[src/rtl/core/drp_pkg.sv]
// ----------------------------------------------------------------------------
// drp_pkg
// Shared types and constants for the dead reckoning position block.
// ----------------------------------------------------------------------------
`default_nettype none

package drp_pkg;

	localparam int POINT_INTERVAL_DEF = 20;
	localparam int CORDIC_STEPS_DEF   = 16;

	localparam int POS_W   = 24;
	localparam int HEAD_W  = 16;
	localparam int CFG_W   = 24;
	localparam int CFG_IDX_W = 3;
	localparam int CNT_W   = 5;

	// cordic vector and angle widths
	localparam int COR_XW = 34;
	localparam int COR_ZW = 20;
	localparam int CORDIC_GAIN_Q30 = 652032874;
	localparam int PI_Q16      = 205887;
	localparam int HALF_PI_Q16 = 102944;

	localparam logic [CFG_W-1:0] SCALE_RST   = 24'd65536;
	localparam logic [CFG_W-1:0] X_OFFSET_RST = 24'd6912;
	localparam logic [CFG_W-1:0] Y_OFFSET_RST = 24'd133504;
	localparam logic [CFG_W-1:0] START_X_RST = 24'd7680;
	localparam logic [CFG_W-1:0] START_Y_RST = 24'd18330;

	typedef enum logic [1:0] {
		OP_YAW = 2'd0,
		OP_ENC = 2'd1,
		OP_GPS = 2'd2
	} op_e_t;

	typedef enum logic [CFG_IDX_W-1:0] {
		REG_SCALE    = 3'd0,
		REG_X_OFFSET = 3'd1,
		REG_Y_OFFSET = 3'd2,
		REG_START_X  = 3'd3,
		REG_START_Y  = 3'd4
	} reg_idx_t;

	typedef enum logic [4:0] {
		ST_IDLE,
		ST_D_LO,
		ST_D_HI,
		ST_D_ACC,
		ST_D_RND,
		ST_COR_WAIT,
		ST_X_LO,
		ST_X_HI,
		ST_X_ACC,
		ST_X_FIN,
		ST_Y_LO,
		ST_Y_HI,
		ST_Y_ACC,
		ST_Y_FIN,
		ST_G_X,
		ST_G_N,
		ST_G_FIN,
		ST_DONE
	} state_t;

	typedef struct packed {
		op_e_t                     opcode;
		logic signed [HEAD_W-1:0]  heading_rad;
		logic signed [POS_W-1:0]   rotations;
		logic signed [POS_W-1:0]   gps_east;
		logic signed [POS_W-1:0]   gps_north;
	} drp_req_t;

	typedef struct packed {
		logic signed [POS_W-1:0] pos_x;
		logic signed [POS_W-1:0] pos_y;
		logic                    point_marker;
	} drp_res_t;

	typedef struct packed {
		logic                     done;
		logic signed [COR_XW-1:0] cos_v;
		logic signed [COR_XW-1:0] sin_v;
	} cor_res_t;

	// arctangent of 2^-i in Q.16 radians
	function automatic logic [16:0] atan_q16(input logic [4:0] idx);
		logic [16:0] a;
		case (idx)
			5'd0:    a = 17'd51472;
			5'd1:    a = 17'd30386;
			5'd2:    a = 17'd16055;
			5'd3:    a = 17'd8150;
			5'd4:    a = 17'd4091;
			5'd5:    a = 17'd2047;
			5'd6:    a = 17'd1024;
			5'd7:    a = 17'd512;
			5'd8:    a = 17'd256;
			5'd9:    a = 17'd128;
			5'd10:   a = 17'd64;
			5'd11:   a = 17'd32;
			5'd12:   a = 17'd16;
			5'd13:   a = 17'd8;
			5'd14:   a = 17'd4;
			5'd15:   a = 17'd2;
			5'd16:   a = 17'd1;
			default: a = 17'd0;
		endcase
		return a;
	endfunction

endpackage

`default_nettype wire

[src/rtl/core/dead_reckoning_position.sv]
// ----------------------------------------------------------------------------
// dead_reckoning_position
// Wheel odometry dead reckoning with heading updates and gps fixes.
// ----------------------------------------------------------------------------
// One request at a time. A yaw update or an unused opcode goes from
// acceptance to the done state and a gps fix through two multiply states
// and a finish state; an encoder reading waits for the cordic unit doing
// one micro-rotation per cycle, followed by the distance times cos and sin
// products on one shared 25x18 multiplier that forms each product in two
// halves. req_stall is high from acceptance until the result enters the
// output register; a finished result may wait there while the next request
// is taken. Configuration writes are always ready and take effect at once;
// a start_x or start_y write also reloads the anchor.
`default_nettype none

module dead_reckoning_position #(
	parameter int POINT_INTERVAL = drp_pkg::POINT_INTERVAL_DEF,
	parameter int CORDIC_STEPS   = drp_pkg::CORDIC_STEPS_DEF
) (
	input  wire logic                               clk,
	input  wire logic                               arst_n,
	input  wire logic                               req_valid,
	output logic                                    req_stall,
	input  wire drp_pkg::drp_req_t                  req_data,
	output logic                                    res_valid,
	input  wire logic                               res_stall,
	output drp_pkg::drp_res_t                       res_data,
	input  wire logic                               cfg_valid,
	output logic                                    cfg_ready,
	input  wire logic [drp_pkg::CFG_IDX_W-1:0]      cfg_index,
	input  wire logic [drp_pkg::CFG_W-1:0]          cfg_data
);
	import drp_pkg::*;

	localparam int ACC_W = 58;
	localparam int MA_W  = 25;
	localparam int MB_W  = 18;
	localparam int MP_W  = MA_W + MB_W;
	localparam logic signed [MB_W-1:0]  GPS_SCALE = 18'sd100;
	localparam logic signed [ACC_W-1:0] SAT_HI = {{(ACC_W-23){1'b0}}, {23{1'b1}}};
	localparam logic signed [ACC_W-1:0] SAT_LO = {{(ACC_W-23){1'b1}}, {23{1'b0}}};

	function automatic logic signed [POS_W-1:0] sat24(input logic signed [ACC_W-1:0] v);
		logic signed [POS_W-1:0] r;
		if (v > SAT_HI)
			r = SAT_HI[POS_W-1:0];
		else if (v < SAT_LO)
			r = SAT_LO[POS_W-1:0];
		else
			r = v[POS_W-1:0];
		return r;
	endfunction

	state_t state_q, state_d;

	logic [CFG_W-1:0]          scale_q;
	logic signed [POS_W-1:0]   xoff_q, yoff_q;
	logic signed [HEAD_W-1:0]  heading_q;
	logic signed [POS_W-1:0]   cur_x_q, cur_y_q, anchor_x_q, anchor_y_q;
	logic                      first_fix_q;
	logic [CNT_W-1:0]          count_q;
	logic                      marker_q;
	drp_req_t                  item_q;
	logic signed [POS_W-1:0]   dist_q;
	logic signed [MP_W-1:0]    prod_q;
	logic signed [ACC_W-1:0]   acc_q;
	logic                      res_valid_q;
	drp_res_t                  res_q;

	logic                      accept, cor_start, res_load;
	logic signed [MA_W-1:0]    mul_a;
	logic signed [MB_W-1:0]    mul_b;
	cor_res_t                  cor_res;

	logic signed [ACC_W-1:0]   prod_ext, dist_rnd, pos_rnd, gps_rnd;
	logic signed [POS_W-1:0]   pos_x_new, pos_y_new, gps_x_new, gps_y_new;
	logic [CNT_W-1:0]          count_inc;

	assign accept    = req_valid && !req_stall;
	assign req_stall = (state_q != ST_IDLE);
	assign cfg_ready = 1'b1;
	assign cor_start = accept && (req_data.opcode == OP_ENC);

	drp_cordic #(
		.STEPS(CORDIC_STEPS)
	) u_cordic (
		.clk     (clk),
		.arst_n  (arst_n),
		.start   (cor_start),
		.heading (heading_q),
		.res     (cor_res)
	);

	always_ff @(posedge clk or negedge arst_n) begin
		if (!arst_n)
			state_q <= ST_IDLE;
		else
			state_q <= state_d;
	end

	always_comb begin
		state_d  = state_q;
		mul_a    = '0;
		mul_b    = '0;
		res_load = 1'b0;
		unique case (state_q)
			ST_IDLE: begin
				if (accept) begin
					unique case (req_data.opcode)
						OP_YAW:  state_d = ST_DONE;
						OP_ENC:  state_d = ST_D_LO;
						OP_GPS:  state_d = ST_G_X;
						default: state_d = ST_DONE;
					endcase
				end
			end
			ST_D_LO: begin
				mul_a   = {item_q.rotations[POS_W-1], item_q.rotations};
				mul_b   = {6'b0, scale_q[11:0]};
				state_d = ST_D_HI;
			end
			ST_D_HI: begin
				mul_a   = {item_q.rotations[POS_W-1], item_q.rotations};
				mul_b   = {6'b0, scale_q[23:12]};
				state_d = ST_D_ACC;
			end
			ST_D_ACC:    state_d = ST_D_RND;
			ST_D_RND:    state_d = ST_COR_WAIT;
			ST_COR_WAIT: begin
				if (cor_res.done)
					state_d = ST_X_LO;
			end
			ST_X_LO: begin
				mul_a   = {dist_q[POS_W-1], dist_q};
				mul_b   = {1'b0, cor_res.cos_v[16:0]};
				state_d = ST_X_HI;
			end
			ST_X_HI: begin
				mul_a   = {dist_q[POS_W-1], dist_q};
				mul_b   = {cor_res.cos_v[COR_XW-1], cor_res.cos_v[COR_XW-1:17]};
				state_d = ST_X_ACC;
			end
			ST_X_ACC:    state_d = ST_X_FIN;
			ST_X_FIN:    state_d = ST_Y_LO;
			ST_Y_LO: begin
				mul_a   = {dist_q[POS_W-1], dist_q};
				mul_b   = {1'b0, cor_res.sin_v[16:0]};
				state_d = ST_Y_HI;
			end
			ST_Y_HI: begin
				mul_a   = {dist_q[POS_W-1], dist_q};
				mul_b   = {cor_res.sin_v[COR_XW-1], cor_res.sin_v[COR_XW-1:17]};
				state_d = ST_Y_ACC;
			end
			ST_Y_ACC:    state_d = ST_Y_FIN;
			ST_Y_FIN:    state_d = ST_DONE;
			ST_G_X: begin
				mul_a   = {item_q.gps_east[POS_W-1], item_q.gps_east};
				mul_b   = GPS_SCALE;
				state_d = ST_G_N;
			end
			ST_G_N: begin
				mul_a   = {item_q.gps_north[POS_W-1], item_q.gps_north};
				mul_b   = GPS_SCALE;
				state_d = ST_G_FIN;
			end
			ST_G_FIN:    state_d = ST_DONE;
			ST_DONE: begin
				if (!res_valid_q || !res_stall) begin
					res_load = 1'b1;
					state_d  = ST_IDLE;
				end
			end
			default:     state_d = ST_IDLE;
		endcase
	end

	// rounding, saturation and the position sums
	always_comb begin
		prod_ext  = ACC_W'(prod_q);
		dist_rnd  = (acc_q + ACC_W'(32768)) >>> 16;
		pos_rnd   = (acc_q + ACC_W'(536870912)) >>> 30;
		gps_rnd   = (prod_ext + ACC_W'(128)) >>> 8;
		pos_x_new = sat24(ACC_W'(anchor_x_q) + pos_rnd);
		pos_y_new = sat24(ACC_W'(anchor_y_q) + pos_rnd);
		gps_x_new = sat24(ACC_W'(xoff_q) + gps_rnd);
		gps_y_new = sat24(ACC_W'(yoff_q) - gps_rnd);
		count_inc = count_q + 1'b1;
	end

	always_ff @(posedge clk) begin
		prod_q <= mul_a * mul_b;
		if (accept)
			item_q <= req_data;
		unique case (state_q)
			ST_D_HI, ST_X_HI, ST_Y_HI: acc_q <= prod_ext;
			ST_D_ACC: acc_q <= acc_q + (prod_ext <<< 12);
			ST_X_ACC, ST_Y_ACC: acc_q <= acc_q + (prod_ext <<< 17);
			default: acc_q <= acc_q;
		endcase
		if (state_q == ST_D_RND)
			dist_q <= sat24(dist_rnd);
	end

	always_ff @(posedge clk or negedge arst_n) begin
		if (!arst_n) begin
			scale_q     <= SCALE_RST;
			xoff_q      <= X_OFFSET_RST;
			yoff_q      <= Y_OFFSET_RST;
			anchor_x_q  <= START_X_RST;
			anchor_y_q  <= START_Y_RST;
			heading_q   <= '0;
			cur_x_q     <= '0;
			cur_y_q     <= '0;
			first_fix_q <= 1'b1;
			count_q     <= '0;
			marker_q    <= 1'b0;
		end else begin
			if (cfg_valid && cfg_ready) begin
				unique case (cfg_index)
					REG_SCALE:    scale_q    <= cfg_data;
					REG_X_OFFSET: xoff_q     <= cfg_data;
					REG_Y_OFFSET: yoff_q     <= cfg_data;
					REG_START_X:  anchor_x_q <= cfg_data;
					REG_START_Y:  anchor_y_q <= cfg_data;
					default: ;
				endcase
			end
			if (accept) begin
				marker_q <= 1'b0;
				if (req_data.opcode == OP_YAW)
					heading_q <= req_data.heading_rad;
			end
			unique case (state_q)
				ST_X_FIN: begin
					cur_x_q    <= pos_x_new;
					anchor_x_q <= pos_x_new;
				end
				ST_Y_FIN: begin
					cur_y_q    <= pos_y_new;
					anchor_y_q <= pos_y_new;
					if (count_inc == CNT_W'(POINT_INTERVAL)) begin
						marker_q <= 1'b1;
						count_q  <= '0;
					end else begin
						count_q <= count_inc;
					end
				end
				ST_G_N:  cur_x_q <= gps_x_new;
				ST_G_FIN: begin
					cur_y_q <= gps_y_new;
					if (first_fix_q) begin
						anchor_x_q  <= cur_x_q;
						anchor_y_q  <= gps_y_new;
						first_fix_q <= 1'b0;
					end
				end
				default: ;
			endcase
		end
	end

	always_ff @(posedge clk or negedge arst_n) begin
		if (!arst_n)
			res_valid_q <= 1'b0;
		else if (res_load)
			res_valid_q <= 1'b1;
		else if (!res_stall)
			res_valid_q <= 1'b0;
	end

	always_ff @(posedge clk) begin
		if (res_load) begin
			res_q.pos_x        <= cur_x_q;
			res_q.pos_y        <= cur_y_q;
			res_q.point_marker <= marker_q;
		end
	end

	assign res_valid = res_valid_q;
	assign res_data  = res_q;

	a_cordic_ready: assert property (@(posedge clk) disable iff (!arst_n)
		state_q == ST_X_LO |-> cor_res.done)
		else $error("cordic result used before it finished");
	a_marker_count: assert property (@(posedge clk) disable iff (!arst_n)
		$rose(marker_q) |-> count_q == '0)
		else $error("point marker set without count restart");
	a_accept_busy: assert property (@(posedge clk) disable iff (!arst_n)
		accept |=> state_q != ST_IDLE)
		else $error("accepted request left the sequencer idle");
	a_load_free: assert property (@(posedge clk) disable iff (!arst_n)
		res_load |-> !(res_valid_q && res_stall))
		else $error("result overwritten while still waiting");

endmodule

`default_nettype wire

[src/rtl/core/drp_cordic.sv]
// ----------------------------------------------------------------------------
// drp_cordic
// Iterative rotation-mode cordic, one micro-rotation per cycle, giving the
// cosine and sine of a Q3.13 heading as Q4.30 values.
// ----------------------------------------------------------------------------
`default_nettype none

module drp_cordic #(
	parameter int STEPS = drp_pkg::CORDIC_STEPS_DEF
) (
	input  wire logic                                clk,
	input  wire logic                                arst_n,
	input  wire logic                                start,
	input  wire logic signed [drp_pkg::HEAD_W-1:0]   heading,
	output drp_pkg::cor_res_t                        res
);
	import drp_pkg::*;

	localparam int IW = (STEPS > 1) ? $clog2(STEPS) : 1;
	localparam logic signed [COR_ZW-1:0] HALF_PI_Z = COR_ZW'(HALF_PI_Q16);
	localparam logic signed [COR_ZW-1:0] PI_Z      = COR_ZW'(PI_Q16);

	logic signed [COR_XW-1:0] x_q, y_q;
	logic signed [COR_ZW-1:0] z_q;
	logic [IW-1:0]            idx_q;
	logic                     busy_q, done_q, flip_q;

	logic signed [COR_ZW-1:0] z_in, z_red;
	logic                     flip_in;
	logic signed [COR_XW-1:0] x_sh, y_sh;
	logic signed [COR_ZW-1:0] ang;

	always_comb begin
		z_in    = COR_ZW'(signed'({heading, 3'b000}));
		z_red   = z_in;
		flip_in = 1'b0;
		if (z_in > HALF_PI_Z) begin
			z_red   = z_in - PI_Z;
			flip_in = 1'b1;
		end else if (z_in < -HALF_PI_Z) begin
			z_red   = z_in + PI_Z;
			flip_in = 1'b1;
		end
		x_sh = x_q >>> idx_q;
		y_sh = y_q >>> idx_q;
		ang  = COR_ZW'({1'b0, atan_q16(5'(idx_q))});
	end

	always_ff @(posedge clk or negedge arst_n) begin
		if (!arst_n) begin
			busy_q <= 1'b0;
			done_q <= 1'b0;
			idx_q  <= '0;
		end else if (start) begin
			busy_q <= 1'b1;
			done_q <= 1'b0;
			idx_q  <= '0;
		end else if (busy_q) begin
			if (idx_q == IW'(STEPS - 1)) begin
				busy_q <= 1'b0;
				done_q <= 1'b1;
			end else begin
				idx_q <= idx_q + 1'b1;
			end
		end
	end

	always_ff @(posedge clk) begin
		if (start) begin
			x_q    <= COR_XW'(CORDIC_GAIN_Q30);
			y_q    <= '0;
			z_q    <= z_red;
			flip_q <= flip_in;
		end else if (busy_q) begin
			if (z_q >= 0) begin
				x_q <= x_q - y_sh;
				y_q <= y_q + x_sh;
				z_q <= z_q - ang;
			end else begin
				x_q <= x_q + y_sh;
				y_q <= y_q - x_sh;
				z_q <= z_q + ang;
			end
		end
	end

	assign res.done  = done_q;
	assign res.cos_v = flip_q ? -x_q : x_q;
	assign res.sin_v = flip_q ? -y_q : y_q;

	a_start_clears: assert property (@(posedge clk) disable iff (!arst_n)
		start |=> busy_q && !done_q && idx_q == '0)
		else $error("cordic did not restart");
	a_idx_range: assert property (@(posedge clk) disable iff (!arst_n)
		busy_q |-> idx_q <= IW'(STEPS - 1))
		else $error("cordic step index past last step");

endmodule

`default_nettype wire
[config.mk]
export PLATFORM = sky130hd
export DESIGN_NAME = dead_reckoning_position
export DESIGN_NICKNAME = d
export VERILOG_FILES = /design/src/rtl/core/drp_pkg.sv /design/src/rtl/core/dead_reckoning_position.sv /design/src/rtl/core/drp_cordic.sv
export SDC_FILE = /design/constraint.sdc
export NUM_CORES = 2
export LEC_CHECK = 0
export BUFFER_PORTS_ARGS = -buffer_cell sky130_fd_sc_hd__clkbuf_2
export CORE_MARGIN = 2
export CORE_UTILIZATION = 23
export DETAILED_ROUTE_END_ITERATION = 10
export SLEW_MARGIN = 20
export SYNTH_ARGS = -nofsm -noshare
export SYNTH_HDL_FRONTEND = slang
export SYNTH_SLANG_ARGS = --single-unit
[constraint.sdc]
create_clock -name clk -period 10.92 [get_ports clk]
set_input_delay 1.092 -clock clk [delete_from_list [all_inputs] [get_ports clk]]
set_output_delay 1.092 -clock clk [all_outputs]
set_load 0.005 [all_outputs]
======== Word level (Yosys, flattened, before mapping) ========
Memory sizes are Yosys's and may differ from the RTL's.
Index checks and enable logic that the tools add are counted.
word-level totals
  output and inout bits ................... 52
  word-level logic and storage cells ...... 179
  bits in writable memories ............... 0
  memories ................................ 1
  flip-flop bits (word level) ............. 538
  latch bits .............................. 0
  ROM bits ................................ 256
memories
  name             words  width  read ports  clocked after Yosys merged registers in  wr ports  RTL line       text
  (no name shown)  16     16     1           0                                        0         drp_pkg.sv:89  case (idx)
operators by class
  mux-type cells .......................... 54
  add/sub/neg operators ................... 21
  bitwise operators ....................... 0
  div/mod/pow operators ................... 0
  reduce and logical (&&, ||, !) cells .... 28
  equality and inequality tests ........... 30
  magnitude comparators ................... 13
  $mul .................................... 1
  shifts and indexed selects .............. 2
operator list
  cell                                                                    count
  24-bit 2-to-1 mux                                                       15
  24-bit case mux with 2 select lines                                     4
  58-bit case mux with 3 select lines                                     1
  34-bit 2-to-1 mux                                                       4
  18-bit case mux with 7 select lines                                     1
  20-bit 2-to-1 mux                                                       5
  25-bit case mux with 4 select lines                                     1
  5-bit case mux with 17 select lines                                     1
  37-bit by 24-bit > comparator with 1-bit output, second input constant  2
  37-bit by 24-bit < comparator with 1-bit output, second input constant  2
  34-bit adder                                                            2
  34-bit negator                                                          2
  34-bit by 4-bit >>> shifter with 34-bit output                          2
  34-bit subtractor                                                       2
  24-bit by 28-bit adder with 29-bit output                               2
  58-bit by 17-bit adder with 58-bit output, second input constant        1
  58-bit by 31-bit adder with 58-bit output, second input constant        1
  58-bit by 55-bit adder with 58-bit output                               1
  58-bit adder                                                            1
  29-bit by 24-bit > comparator with 1-bit output, second input constant  2
  29-bit by 24-bit < comparator with 1-bit output, second input constant  2
  43-bit by 9-bit adder with 44-bit output, second input constant         1
  25-bit by 18-bit multiplier with 43-bit output                          1
  42-bit by 24-bit > comparator with 1-bit output, second input constant  1
  43 further kinds                                                        92

======== Depth between registers and ports, before layout ========
  word-level depth ........................ 7
  gate-level depth with buffers ........... 38

======== Cells and area by module ========
Synthesis repeated with hierarchy kept, for this count alone.
second synthesis, totals
  cells, all modules ...................... 7131
  area, all modules ....................... 62337.3 um^2
by module, submodules not included
  module                   times used  area each (um^2)  cells an instance
  dead_reckoning_position  1           46737.3           5148
  drp_cordic               1           15600.0           1983

======== Worst setup path after synthesis ========
No wires, ideal clock.
  kind .................................... register to register
  from .................................... register u_cordic.y_q[11]
  to ...................................... register prod_q[39]
  arrival time ............................ 9515 ps
  stages on the path, launching flop included .. 35
  clock period less this slack ............ 9637 ps
  buffers on the path ..................... 2
  slack ................................... 1283 ps
  library setup time ...................... 122 ps
  path through ............................ dfxtp_1 clkbuf_1 or4_1 or2_2 or4_1 nor2_1 nand2b_1 or4_1 o31ai_1 xnor2_1 nor2_1 a21oi_1 o221a_2 clkbuf_1 nand2b_1 fa_1 fa_1 inv_1 fa_1 fa_1 fa_1 inv_1 fa_1 inv_1 ha_1 and3_1 a211o_1 o211ai_1 a21boi_0 o31a_1 a211o_1 a21boi_0 o21ai_0 o311a_1 o311a_1
between the ends
  longest elaborated chain between the ends .. 4
ends and longest elaborated chain
  element                                             RTL line                        text
  start: declaration                                  drp_cordic.sv:23                logic signed [COR_XW-1:0] x_q, y_q;
  start signal: assignment                            drp_cordic.sv:77                y_q <= y_q + x_sh;
  start signal: assignment                            drp_cordic.sv:81                y_q <= y_q - x_sh;
  34-bit negator                                      drp_cordic.sv:89                assign res.sin_v = flip_q ? -y_q : y_q;
  34-bit 2-to-1 mux (*)                               drp_cordic.sv:89
  18-bit case mux with 7 select lines (*)             dead_reckoning_position.sv:106  unique case (state_q)
  25-bit by 18-bit multiplier with 43-bit output (*)  dead_reckoning_position.sv:192  prod_q <= mul_a * mul_b;
  end signal: assignment                              dead_reckoning_position.sv:192
  end: declaration                                    dead_reckoning_position.sv:65   logic signed [MP_W-1:0] prod_q;
Every way passes the cells marked *; elsewhere a longest branch is shown, timed or not.
A chain may end at the register's enable or synchronous reset.

======== Final worst setup path ========
  from .................................... register u_cordic.x_q[1]
  to ...................................... register prod_q[39]
between the ends
  longest elaborated chain between the ends .. 4
ends and longest elaborated chain
  element                                             RTL line                        text
  start: declaration                                  drp_cordic.sv:23
  start signal: assignment                            drp_cordic.sv:70                x_q <= COR_XW'(CORDIC_GAIN_Q30);
  start signal: assignment                            drp_cordic.sv:76                x_q <= x_q - y_sh;
  start signal: assignment                            drp_cordic.sv:80                x_q <= x_q + y_sh;
  34-bit negator                                      drp_cordic.sv:88                assign res.cos_v = flip_q ? -x_q : x_q;
  34-bit 2-to-1 mux (*)                               drp_cordic.sv:88
  18-bit case mux with 7 select lines (*)             dead_reckoning_position.sv:106
  25-bit by 18-bit multiplier with 43-bit output (*)  dead_reckoning_position.sv:192
Marks and branches as above.

==> results.toml <==
[logic_synthesis]
synth_top_area_share = 0.1443
synth-edff-count = 212
synthSimpleGateAreaFrac = 0.1512
synthCells = 6912
muxShareOfSynthArea = 0.07439
syn-cell-area_mm2 = 0.06104
synthTopCellsByArea = "fa_1, edfxtp_1, ha_1, dfrtp_1, nand2_1"
synth_top_family_by_area = "adder cells"
synth_compound_area_frac = 0.1781
async_reset_ff_frac = 0.3859
synth.distinct_cells = 94
synth_top_flop_cell = "edfxtp_1"
synthXorXnorAreaFrac = 0.07748
synth.top_cells.by_count = "nand2_1, inv_1, nor2_1"
yosysSeqAreaShare = 0.2244
synth_top_cell_by_area = "fa_1"
yosysWarnings = 0
yosysMostFrequentCell = "nand2_1"
yosys.area_share.adder = 0.2320
ys_ff_latch = 526
synth_nets = 7902
synth.avg_cell_area_um2 = 8.831

[drt]
wire_per_inst_um = 19.17
avgViaCountPerCell = 4.950
drt_iter0_drc = 4117
drcViolationCount = 0
drtPass1Iterations = 5
antenna_left = 0
dr_total_vias = 52060
routed_wl_um = 201600

[worst_setup_path]
slowest_delay_ns = 0.60
critPathLaunchType = "flop"
arrival_ns = 10.85
cp_top_family = "adder cells"
r2r-start = "u_cordic.x_q[1]"
reg2reg_slack_ns = 0.65
r2r-end = "prod_q[39]"
rr_worst_depth = 32
cpMostUsedCell = "fa_1"
cp_max_fo = 20
cp.required_ns = 11.50
crit_type = "flop to flop"
end_kind = "flop"
path_buf_inv = 2
worstSetupStartpoint = "u_cordic.x_q[1]"
critPathSlowestCell = "or4_1"

[floorplanning]
initial_utilization = 0.2307
core-area_mm2 = 0.2646
ios = 174
fp.dieW_um = 519.2
rows = 189
dieArea_mm2 = 0.2695
die_h_um = 519.2

[timing]
post-route-period-util = 0.9408
slew_headroom = 0.1425
fin_skew_ns = 0.05893
finalHoldViolCount = 0
drv_slew = 0
setup_viol = 0
fin_crit_ns = 10.27
max_freq_mhz = 97.33
setup_tns_ns = 0
tightest_slew_ns = 1.277
grt_setup_unrepaired = "no"
hold_slack_ns = 0.3104

[placed_design]
numPortBuffers = 172
dp_hpwl_um = 158600
placed_cell_area_mm2 = 0.06610
place_congestion = 0.9340

[clock_network]
clkLatencyLatePin_ns = 0.71
cts_made_buffers = 66
clkTransAtPathRegs_ns = 0.06
cts_root_buffer = "clkbuf_16"
cts.sinks = 526
postCtsSetupBuffers = 0
clock_path_buffers = 3
cts_tree = "yes"
htreeDepth = 3

[finish]
syn_to_final_growth_pct = 12.17
fin_area_mm2 = 0.06847
drive_gt1_frac = 0.1113
final_net_count = 7915
fillers = 28470
fin_util = 0.2587

[global_routing]
first_global_vias = 49750
grt_pass1_wl_um = 305800
grt.overflow.total = 0
antenna_found_initial = 11
grt_start_max_net_pins = 152
track_usage = 0.1449

[min_path]
holdCritPathClass = "input pin to async pin"

[run_status]
status = "finished, final reports clean"

[flow_run]
drv_cap = 0
==> flip-flops by register name, indices dropped and copies added, names as in the netlist, 34 cells and up <==
register / flops
acc_q: 46
item_q: 72
prod_q: 43
res_data: 49
u_cordic.x_q: 34
u_cordic.y_q: 34
==> placed cells by master (no fill, tap or decap), drive strengths merged, types with 165 or more instances in the layout <==
master,synthesis,layout
a21o,165,165
dfrtp,181,181
xnor2,300,300
fa,440,440
nor2,475,475
edfxtp,212,212
xor2,240,240
o21ai,383,383
a21oi,373,373
ha,428,428
mux2,170,170
inv,644,654
clkbuf,302,250
nand2,791,791
==> per-stage QoR <==
step | setup WS, ns | std cells
after floorplan | 1.283 | 6912
after global placement | 0.5494 | 10390
after CTS | 0.4423 | 10510
after global routing | 0.1306 | 10520
final | 0.6461 | 10520
after detailed placement | 0.4748 | 10390
==> layout make-up <==
type                    count  area (µm²)  area share
multi-input cells        5388       43760      0.6391
flip-flops and latches    526       13700      0.2002
well taps                3533        4420     0.06456
inverters                 646        2425     0.03542
repair buffers            297        1819     0.02657
clock buffers              78        1787     0.02610
clock inverters            44       540.5    0.007894
diodes                      5       12.51   0.0001827
==> metal layers <==
metal | up-vias | global-route usage | wire length, µm
met5 | - | 0 | 6
met1 | 25560 | 0.1969 | 88460
met3 | 405 | 0.02446 | 14980
li1 | 24220 | - | -
met4 | 2 | 0.06239 | 9332
met2 | 1876 | 0.2254 | 88820
==> cells by family (layout without fill, tap and decap cells) <==
group	count (synthesis)	after routing
AOI/OAI and AO/OA	1642	1642
xor gates and xnor gates	540	540
adders and majority gates	868	868
buffers and inverters	998	1065
DFF	526	526
muxes	334	334
other	1	6
and+or+nand+nor	2003	2003
==> how the worst max path moves through the flow <==
| stage | end | depth (start not counted) |
|---|---|---|
| 6_report | prod_q[39] | 32 |
| 5_1_grt | prod_q[39] | 33 |
| 4_1_cts | prod_q[39] | 33 |
| 3_5_place_dp | prod_q[39] | 33 |
| 3_3_place_gp | prod_q[39] | 33 |
| 2_1_floorplan | prod_q[39] | 34 |
==> timing repair <==
item,CTS,global route
resized for setup,0,1
setup endpoints to repair,0,2
hold buffers,0,0
endpoints found under the hold margin,0,0
Power is not shown: default switching activity piles up to over one toggle a cycle in this logic, so the estimate is an artifact.
